`config.mk`:
```
export PLATFORM = sky130hd
export DESIGN_NAME = qvr_rsat
export DESIGN_NICKNAME = d
export VERILOG_FILES = /design/src/hdl/quaternion_vector_rotate_top_defines.svh /design/src/hdl/qvr_pkg.sv /design/src/hdl/qvr_rsat.sv
export SDC_FILE = /design/constraint.sdc
export NUM_CORES = 1
export LEC_CHECK = 0
export ABC_AREA = 1
export BUFFER_PORTS_ARGS = -buffer_cell sky130_fd_sc_hd__buf_4
export CAP_MARGIN = 0
export CORE_MARGIN = 10
export CORE_UTILIZATION = 35
export CTS_BUF_LIST = sky130_fd_sc_hd__clkbuf_4 sky130_fd_sc_hd__clkbuf_8
export CTS_CLUSTER_DIAMETER = 40
export DETAILED_ROUTE_END_ITERATION = 7
export GPL_TIMING_DRIVEN = 0
export PLACE_DENSITY = 0.61
export RECOVER_POWER = 100
export REMOVE_ABC_BUFFERS = 1
export SETUP_SLACK_MARGIN = 0.4
export SYNTH_ARGS = -nofsm -noshare
export SYNTH_HDL_FRONTEND = slang
export SYNTH_SLANG_ARGS = --single-unit
```
`constraint.sdc`:
```
create_clock -name aclk -period 8.36 [get_ports aclk]
set_clock_uncertainty 0.05 [all_clocks]
set_input_delay 1.672 -clock aclk [delete_from_list [all_inputs] [get_ports aclk]]
set_output_delay 1.672 -clock aclk [all_outputs]
set_load 0.05 [all_outputs]
```
`src/hdl/quaternion_vector_rotate_top_defines.svh`:
```
// Assertion helpers used by the RTL top level.
`ifndef QUATERNION_VECTOR_ROTATE_TOP_DEFINES_SVH
`define QUATERNION_VECTOR_ROTATE_TOP_DEFINES_SVH

// Same-cycle implication, checked out of reset.
`define QVR_ASSERT_NOW(label, clk, rstn, ante, cons, msg) \
    label: assert property (@(posedge clk) disable iff (!rstn) (ante) |-> (cons)) \
        else $error(msg);

// Next-cycle implication, checked out of reset.
`define QVR_ASSERT_NEXT(label, clk, rstn, ante, cons, msg) \
    label: assert property (@(posedge clk) disable iff (!rstn) (ante) |=> (cons)) \
        else $error(msg);

`endif

```
`src/hdl/qvr_pkg.sv`:
```
`timescale 1ns / 1ps

package qvr_pkg;

    // Quaternion parts are signed Q2.14.
    localparam int QUAT_W = 16;

    typedef enum logic [1:0] {
        CFG_QUAT_W = 2'd0,
        CFG_QUAT_X = 2'd1,
        CFG_QUAT_Y = 2'd2,
        CFG_QUAT_Z = 2'd3
    } cfg_idx_t;

    // Load enables of the two register stages inside a round/saturate unit.
    typedef struct packed {
        logic sum_en;
        logic sat_en;
    } qvr_en_t;

endpackage

```
`src/hdl/qvr_rsat.sv`:
```
`timescale 1ns / 1ps

module qvr_rsat #(
    parameter int IN_W      = 32,
    parameter int N_TERMS   = 3,
    parameter logic [N_TERMS-1:0] SUB_MASK = '0,
    parameter int OUT_W     = 18,
    parameter int FRAC_BITS = 14
) (
    input  logic                   aclk,
    input  qvr_pkg::qvr_en_t       en,
    input  logic signed [IN_W-1:0] term [N_TERMS],
    output logic signed [OUT_W-1:0] res,
    output logic                   sat
);
    import qvr_pkg::*;

    localparam int BASE_W = (IN_W + 2 > FRAC_BITS + 1) ? IN_W + 2 : FRAC_BITS + 1;
    localparam int SUM_W  = BASE_W + 1;
    localparam logic signed [SUM_W-1:0] RND = SUM_W'(64'd1 << (FRAC_BITS - 1));

    logic signed [SUM_W-1:0]  sum_next;
    logic signed [SUM_W-1:0]  sum_reg;
    logic signed [SUM_W-1:0]  shifted;
    logic [SUM_W-OUT_W:0]     hi_bits;
    logic                     ovf;
    logic signed [OUT_W-1:0]  res_next;
    logic signed [OUT_W-1:0]  res_reg;
    logic                     sat_reg;

    // Exact signed sum plus half an LSB of the result.
    always_comb begin
        logic signed [SUM_W-1:0] ext;
        sum_next = RND;
        for (int i = 0; i < N_TERMS; i++) begin
            ext = SUM_W'(term[i]);
            if (SUB_MASK[i]) begin
                sum_next = sum_next - ext;
            end else begin
                sum_next = sum_next + ext;
            end
        end
    end

    // Floor shift, then clip to the output range.
    always_comb begin
        shifted = sum_reg >>> FRAC_BITS;
        hi_bits = shifted[SUM_W-1:OUT_W-1];
        ovf     = !((&hi_bits) || (~|hi_bits));
        if (!ovf) begin
            res_next = shifted[OUT_W-1:0];
        end else if (shifted[SUM_W-1]) begin
            res_next = {1'b1, {(OUT_W-1){1'b0}}};
        end else begin
            res_next = {1'b0, {(OUT_W-1){1'b1}}};
        end
    end

    always_ff @(posedge aclk) begin
        if (en.sum_en) begin
            sum_reg <= sum_next;
        end
        if (en.sat_en) begin
            res_reg <= res_next;
            sat_reg <= ovf;
        end
    end

    assign res = res_reg;
    assign sat = sat_reg;

endmodule

```
Yosys cells after proc, flatten, opt, wreduce, memory -nomap -nowiden
Index checks and enable logic that the tools add are counted.
{"block": "classes", "muxes": 2, "n_addsub": 3, "reduce_logical": 5}
{"op": "18-bit two-way mux", "n": 2}
{"op": "34-bit by 32-bit adder with 35-bit output", "n": 1}
{"op": "33-bit by 32-bit adder with 34-bit output", "n": 1}
{"op": "15-bit by 32-bit adder with 33-bit output, first input constant", "n": 1}
{"op": "4-bit AND reduction", "n": 1}
{"op": "4-bit OR reduction", "n": 1}
{"op": "1-bit logical NOT", "n": 2}
{"op": "1-bit logical OR", "n": 1}
{"block": "word_totals", "word_cells": 13, "inputBits": 99, "regBits": 54}

Logic depth before layout (Yosys ltp)
Gate-level depths: netlist (run 1).
{"block": "logic_depth", "depth_word": 4, "ltp_mapped": 18, "depth_no_buf": 18}

Worst setup path before layout (run 1)
Ideal clock, no wire load.
{"block": "synth_path", "path_kind": "input port to flip-flop", "start": "input port term[21] (netlist name)", "end": "register sum_reg[34] (data pin)", "setup_time_ps": 252, "n_path_buf": 0, "slack_ps": 4373, "t_arrival_ps": 3685, "cell_stages": 13, "path_cell_list": "inv_1 fa_1 inv_1 ha_1 ha_1 a21oi_1 o21ai_1 a21oi_1 nor2_1 nor3_2 nand2_1 nand2_1 nand2_1"}
{"block": "synth_between", "elab_chain_cells": 1}
{"item": "start, declared", "line_no": "qvr_rsat.sv:12", "text": "input logic signed [IN_W-1:0] term [N_TERMS],"}
{"item": "34-bit by 32-bit adder with 35-bit output", "line_no": "qvr_rsat.sv:40", "text": "sum_next = sum_next + ext;"}
{"item": "via sum_next[34]", "line_no": "qvr_rsat.sv:22", "text": "logic signed [SUM_W-1:0] sum_next;"}
{"item": "end signal, assigned", "line_no": "qvr_rsat.sv:61", "text": "sum_reg <= sum_next;"}
{"item": "end, declared", "line_no": "qvr_rsat.sv:23", "text": "logic signed [SUM_W-1:0] sum_reg;"}
The timed path passes the listed nets, and every way through them passes these cells.
A chain may end at the register's enable or synchronous reset.

Worst setup path in the final report (run 1)
Ends and elaborated chain as after synthesis.

==> impl_metrics.json, run 1 <==
{
  "ys_seq_area_share_pct": 24.91,
  "cts_made_buffers": 5,
  "core_um2": 13350,
  "power_density_nw_per_um2": 188.7,
  "p_total_mw": 1.110,
  "synth_cell_types": 34,
  "multi_input_area_um2": 2864,
  "ys_ff_latch": 40,
  "gp_congestion": 0.7969,
  "synth-async-reset-ratio_pct": 0,
  "overflow": 0,
  "rsz0062_at_grt": "false",
  "design_area_um2": 5882,
  "grt_max_degree": 22,
  "ys.flop_type": "edfxtp_1",
  "tns_ns": 0,
  "placed_area_um2": 5898,
  "synth_area_leader_cell": "edfxtp_1",
  "clockBufferDepth": 2,
  "dp_hpwl_um": 10380,
  "nFillCells": 1419,
  "clk_pin_slew_ns": 0.06,
  "worstPathRequired_ns": 8.34,
  "clockPowerShare_pct": 10.6,
  "drt-total-wl_um": 11160,
  "routedWlPerCell_um": 12.03,
  "clk_latency_ns": 0.28,
  "boundaryPins": 118,
  "syn_inst": 629,
  "postCtsSetupBuffers": 0,
  "syn_area_um2": 4822,
  "port_buffers": 117,
  "drive_gt1_share_pct": 15.85,
  "p_int_mw": 0.5971,
  "finalHoldViolations": 0,
  "htreeDepth": 2,
  "cts_resized": 0,
  "yosysWarnings": 0,
  "drt-initial-drc-count": 159,
  "cp_num_buf_inv": 3,
  "status": "finished clean",
  "largest_reg_flops": 21,
  "final_util_pct": 44.07,
  "met3_length_um": 546,
  "synthTopCellsByArea": "edfxtp_1, ha_1, inv_1",
  "fin_crit_ns": 4.296,
  "final_antenna_net_count": 0,
  "crit_chain": "buf_4 -> inv_1 -> fa_1 -> inv_1 -> ha_1 -> ha_1 -> a21oi_1 -> o21ai_0 -> a21oi_1 -> nor2_1 -> nor3_1 -> nand2_1 -> nand2_1 -> nand2_1",
  "seq_area_um2": 1201,
  "setup_viol": 0,
  "die_y_um": 137.4,
  "placementRows": 42,
  "cap_violations": 0,
  "peakVddDrop_mv": 0.06739,
  "drc_errors": 0,
  "final_net_count": 943,
  "max-slew-margin-rel_pct": 26.33,
  "tightest_slew_ns": 1.100,
  "path_delay_family": "adder cells",
  "timing.fmax_mhz": 232.8,
  "cp_slowest_cell": "fa_1",
  "die_w_um": 137.4,
  "p_switching_mw": 0.5127,
  "synth_edf_count": 40,
  "via_per_inst": 4.478,
  "cts_hold_buf": 0,
  "syn_to_final_growth_pct": 21.98,
  "critPathKind": "in -> reg",
  "end_kind": "flip-flop",
  "met1_length_um": 5300,
  "worstHoldPathType": "reg -> reg",
  "clkSinkCount": 40,
  "grt_antenna_before_repair": 0,
  "grt_pass1_vias": 4287,
  "arrival_ns": 4.27,
  "slew_viol_final": 0,
  "syn_area_per_cell_um2": 7.666,
  "crit_path_max_incr_delay_ns": 0.54,
  "cp-start-kind": "primary input",
  "track_usage_pct": 12.12,
  "switching_share_pct": 46.20,
  "synth_top_area_share_pct": 24.91,
  "hold_ws_ns": 0.4651,
  "grt_pass1_wl_um": 18860,
  "synth_most_common_cell": "inv_1",
  "path_max_fanout": 5,
  "wl_met2_um": 5242,
  "routed.top_layer": "met4",
  "seqPwrFrac_pct": 29.1,
  "cts_root_buf": "clkbuf_8",
  "power_leakage_nw": 3.286,
  "antenna_cells": 0,
  "synthTopCellsByCount": "inv_1, nand2_1, ha_1",
  "finalCritPeriodShare_pct": 51.39,
  "drt_first_pass_iters": 4,
  "p_comb_share_pct": 60.2,
  "die_area_um2": 18870,
  "tritoncts": "yes",
  "start_util_pct": 36.13,
  "vias": 4151,
  "critPathMostFrequentCell": "nand2_1"
}
[power groups by stage]
stage / combinational, mW / sequential [mW] / clock, mW
CTS: 0.700 / 0.325 / 0.122
global placement: 0.691 / 0.327 / 0
floorplan: 0.414 / 0.404 / 0
finish: 0.668 / 0.323 / 0.118
detailed placement: 0.696 / 0.329 / 0
global route: 0.768 / 0.330 / 0.136
[cell families after synthesis]
family / synth area share [%]
fa+ha+maj: 29.22
flops: 24.91
xor+xnor: 1.816
buf+inv: 15.18
simple gates: 17.85
compound gates: 11.03
[area by class of cell]
type | count | area share [%]
Timing Repair Buffer | 117 | 13.59
Clock inverter | 1 | 0.06382
Multi-Input combinational cell | 397 | 48.69
Clock buffer | 7 | 1.425
Sequential cell | 40 | 20.42
Inverter | 189 | 12.06
Tap cell | 176 | 3.744
[routing by layer]
metal	global-route usage [%]	vias up
met1	15.69	1851
met2	21.20	98
met3	1.857	8
met5	0	-
li1	-	2194
met4	1.756	0
[metrics by stage]
step                      setup slack, ns  cells
after floorplan                     4.373    626
after global placement              3.877    919
after detailed placement            3.842    919
after CTS                           4.129    927
after global routing                3.782    927
final                               4.064    927
[path summary, 6_finish.rpt]
| kind | start | endpoint | slack [ns] | cells past startpoint |
|---|---|---|---|---|
| max | term[21] | sum_reg[34]$_DFFE_PP_ | 4.06 | 14 |
| min | sum_reg[34]$_DFFE_PP_ | res[17]$_DFFE_PP_ | 0.47 | 0 |
| max reg2reg | sum_reg[31]$_DFFE_PP_ | res[1]$_DFFE_PP_ | 6.09 | 5 |
| min reg2reg | sum_reg[34]$_DFFE_PP_ | res[17]$_DFFE_PP_ | 0.47 | 0 |
[layout by cell type (no fill, tap or decap), types with 2 or more instances in the layout]
master and n:
a21o_1 9, a21oi_1 39, a31oi_1 5, buf_4 91
clkbuf_1 21, clkbuf_4 7, clkbuf_8 5, edfxtp_1 40
fa_1 31, ha_1 63, inv_1 187, inv_2 2
nand2_1 109, nand2_2 7, nand3_1 24, nor2_1 40
nor2_2 2, nor3_1 7, nor3_2 2, o21ai_0 34
o21ai_1 4, o21bai_1 3, xnor2_1 3, xor2_1 7
(Power assumes the default switching activity.)
==> inputs of run 2 (changes only) <==
- PLACE_DENSITY: 0.61 -> 0.63
- clock period: 8.36 -> 3.9 ns (I/O delays scaled with it)
==> run 2 against run 1 <==
Global-route usage down 0.47 points. Total power up 110%. Critical path depth unchanged. Largest power group unchanged. Highest routed layer unchanged. Routed wire length down 3.0%. Count of clock-buffer cells in the layout down 2. Hold slack worse by 0.0022 ns.
==> impl_metrics.json, run 2 (synthesis results as in run 1) <==
{
  "grt_pass1_vias": 4187,
  "finalHoldViolations": 0,
  "peakVddDrop_mv": 0.1628,
  "cp-start-kind": "primary input",
  "gp_congestion": 0.9079,
  "placed_area_um2": 5898,
  "boundaryPins": 118,
  "worstHoldPathType": "reg -> reg",
  "final_common_cell": "inv_1",
  "grt_antenna_before_repair": 0,
  "status": "finished clean",
  "die_y_um": 137.4,
  "postCtsSetupBuffers": 0,
  "power_density_nw_per_um2": 403.5,
  "hp-start": "sum_reg[34]$_DFFE_PP_",
  "grt_pass1_wl_um": 18370,
  "port_buffers": 117,
  "die_w_um": 137.4,
  "via_per_inst": 4.422,
  "final_antenna_net_count": 0,
  "drt_first_pass_iters": 4,
  "antenna_cells": 0,
  "largest_reg_flops": 21,
  "finalCritPeriodShare_pct": 84.80,
  "start_util_pct": 36.13,
  "clockBufferDepth": 2,
  "tns_ns": 0,
  "placementRows": 42,
  "slew_viol_final": 0,
  "worstHoldEndpoint": "res[17]$_DFFE_PP_",
  "worstPathRequired_ns": 3.88,
  "clk_latency_ns": 0.29,
  "final_cell_mix": "inv_1, nand2_1, buf_4",
  "reg2reg_from": "sum_reg[31]$_DFFE_PP_",
  "cts_hold_buf": 0,
  "tritoncts": "yes",
  "vias": 4099,
  "rsz0062_at_grt": "false",
  "cap_violations": 0,
  "clk_pin_slew_ns": 0.07,
  "setup_viol": 0,
  "dp_hpwl_um": 9777,
  "core_um2": 13350,
  "cts_resized": 0,
  "htreeDepth": 2,
  "worstHoldPathCells": 0,
  "max-slew-margin-rel_pct": 18.92,
  "design_area_um2": 5879,
  "final_net_count": 943,
  "end_kind": "flip-flop",
  "tightest_slew_ns": 1.211,
  "final_util_pct": 44.05,
  "drt-total-wl_um": 10820,
  "r2r-end": "res[11]$_DFFE_PP_",
  "power_leakage_nw": 3.286,
  "syn_to_final_growth_pct": 21.93,
  "cts_made_buffers": 5,
  "hold_ws_ns": 0.4629,
  "grt_max_degree": 22,
  "p_total_mw": 2.372,
  "drt-initial-drc-count": 125,
  "r2r_slack_ns": 1.45,
  "fin_crit_ns": 3.307,
  "clkSinkCount": 40,
  "drc_errors": 0,
  "cts_root_buf": "clkbuf_8",
  "arrival_ns": 3.29,
  "path_max_fanout": 5,
  "drive_gt1_share_pct": 15.85,
  "overflow": 0,
  "die_area_um2": 18870,
  "r2r_cells": 5,
  "timing.fmax_mhz": 302.4,
  "critPathKind": "in -> reg",
  "routedWlPerCell_um": 11.67,
  "track_usage_pct": 11.65
}
-- run 2: worst max path at each step --
| stage | from | end | slack, ns | cells after the start |
|---|---|---|---|---|
| after floorplan | term[21] | sum_reg[34]$_DFFE_PP_ | 0.80 | 13 |
| after global placement | term[21] | sum_reg[34]$_DFFE_PP_ | 0.35 | 14 |
| after detailed placement | term[21] | sum_reg[34]$_DFFE_PP_ | 0.36 | 14 |
| after CTS | term[21] | sum_reg[34]$_DFFE_PP_ | 0.67 | 14 |
| after global routing | term[19] | sum_reg[34]$_DFFE_PP_ | 0.40 | 14 |
| final | term[21] | sum_reg[34]$_DFFE_PP_ | 0.59 | 14 |
-- run 2: worst max-delay path, stage by stage --
cell,delay (ns)
buf_4,0.07
inv_1,0.04
fa_1,0.54
inv_1,0.05
ha_1,0.28
ha_1,0.37
a21oi_1,0.25
o21ai_0,0.19
a21oi_1,0.26
nor2_1,0.09
nor3_2,0.14
nand2_1,0.07
nand2_1,0.05
nand2_1,0.08
-- run 2: metrics by stage --
stage	setup WS (ns)	std cells
finish	0.5927	927
global route	0.4046	927
CTS	0.6651	927
detailed placement	0.3645	919
global placement	0.3526	919
floorplan	0.8048	626
-- run 2: layout make-up --
cell class,instances,area [µm²]
clock inverters,3,13.76
clock buffers,5,68.82
flip-flops and latches,40,1201
multi-input cells,397,2867
well taps,176,220.2
inverters,189,709.4
repair buffers,117,799.5
fillers,1411,7468
-- run 2: metal layers --
metal / part of all wire, % / global-route usage (%) / wire length, µm / vias to the layer above
li1: - / - / - / 2191
met3: 6.8 / 2.768 / 731 / 10
met5: 0 / 0 / 0 / -
met1: 46 / 14.50 / 4953 / 1805
met2: 46 / 19.92 / 5012 / 93
met4: 1.1 / 2.635 / 123 / 0
-- run 2: report_power, final --
| group | switching (mW) | total, mW | internal [mW] | leakage [nW] |
|---|---|---|---|---|
| Sequential | 0.0340 | 0.696 | 0.662 | 0.391 |
| Combinational | 0.940 | 1.42 | 0.478 | 2.85 |
| Clock | 0.136 | 0.257 | 0.121 | 0.0453 |
| Total | 1.11 | 2.37 | 1.26 | 3.29 |
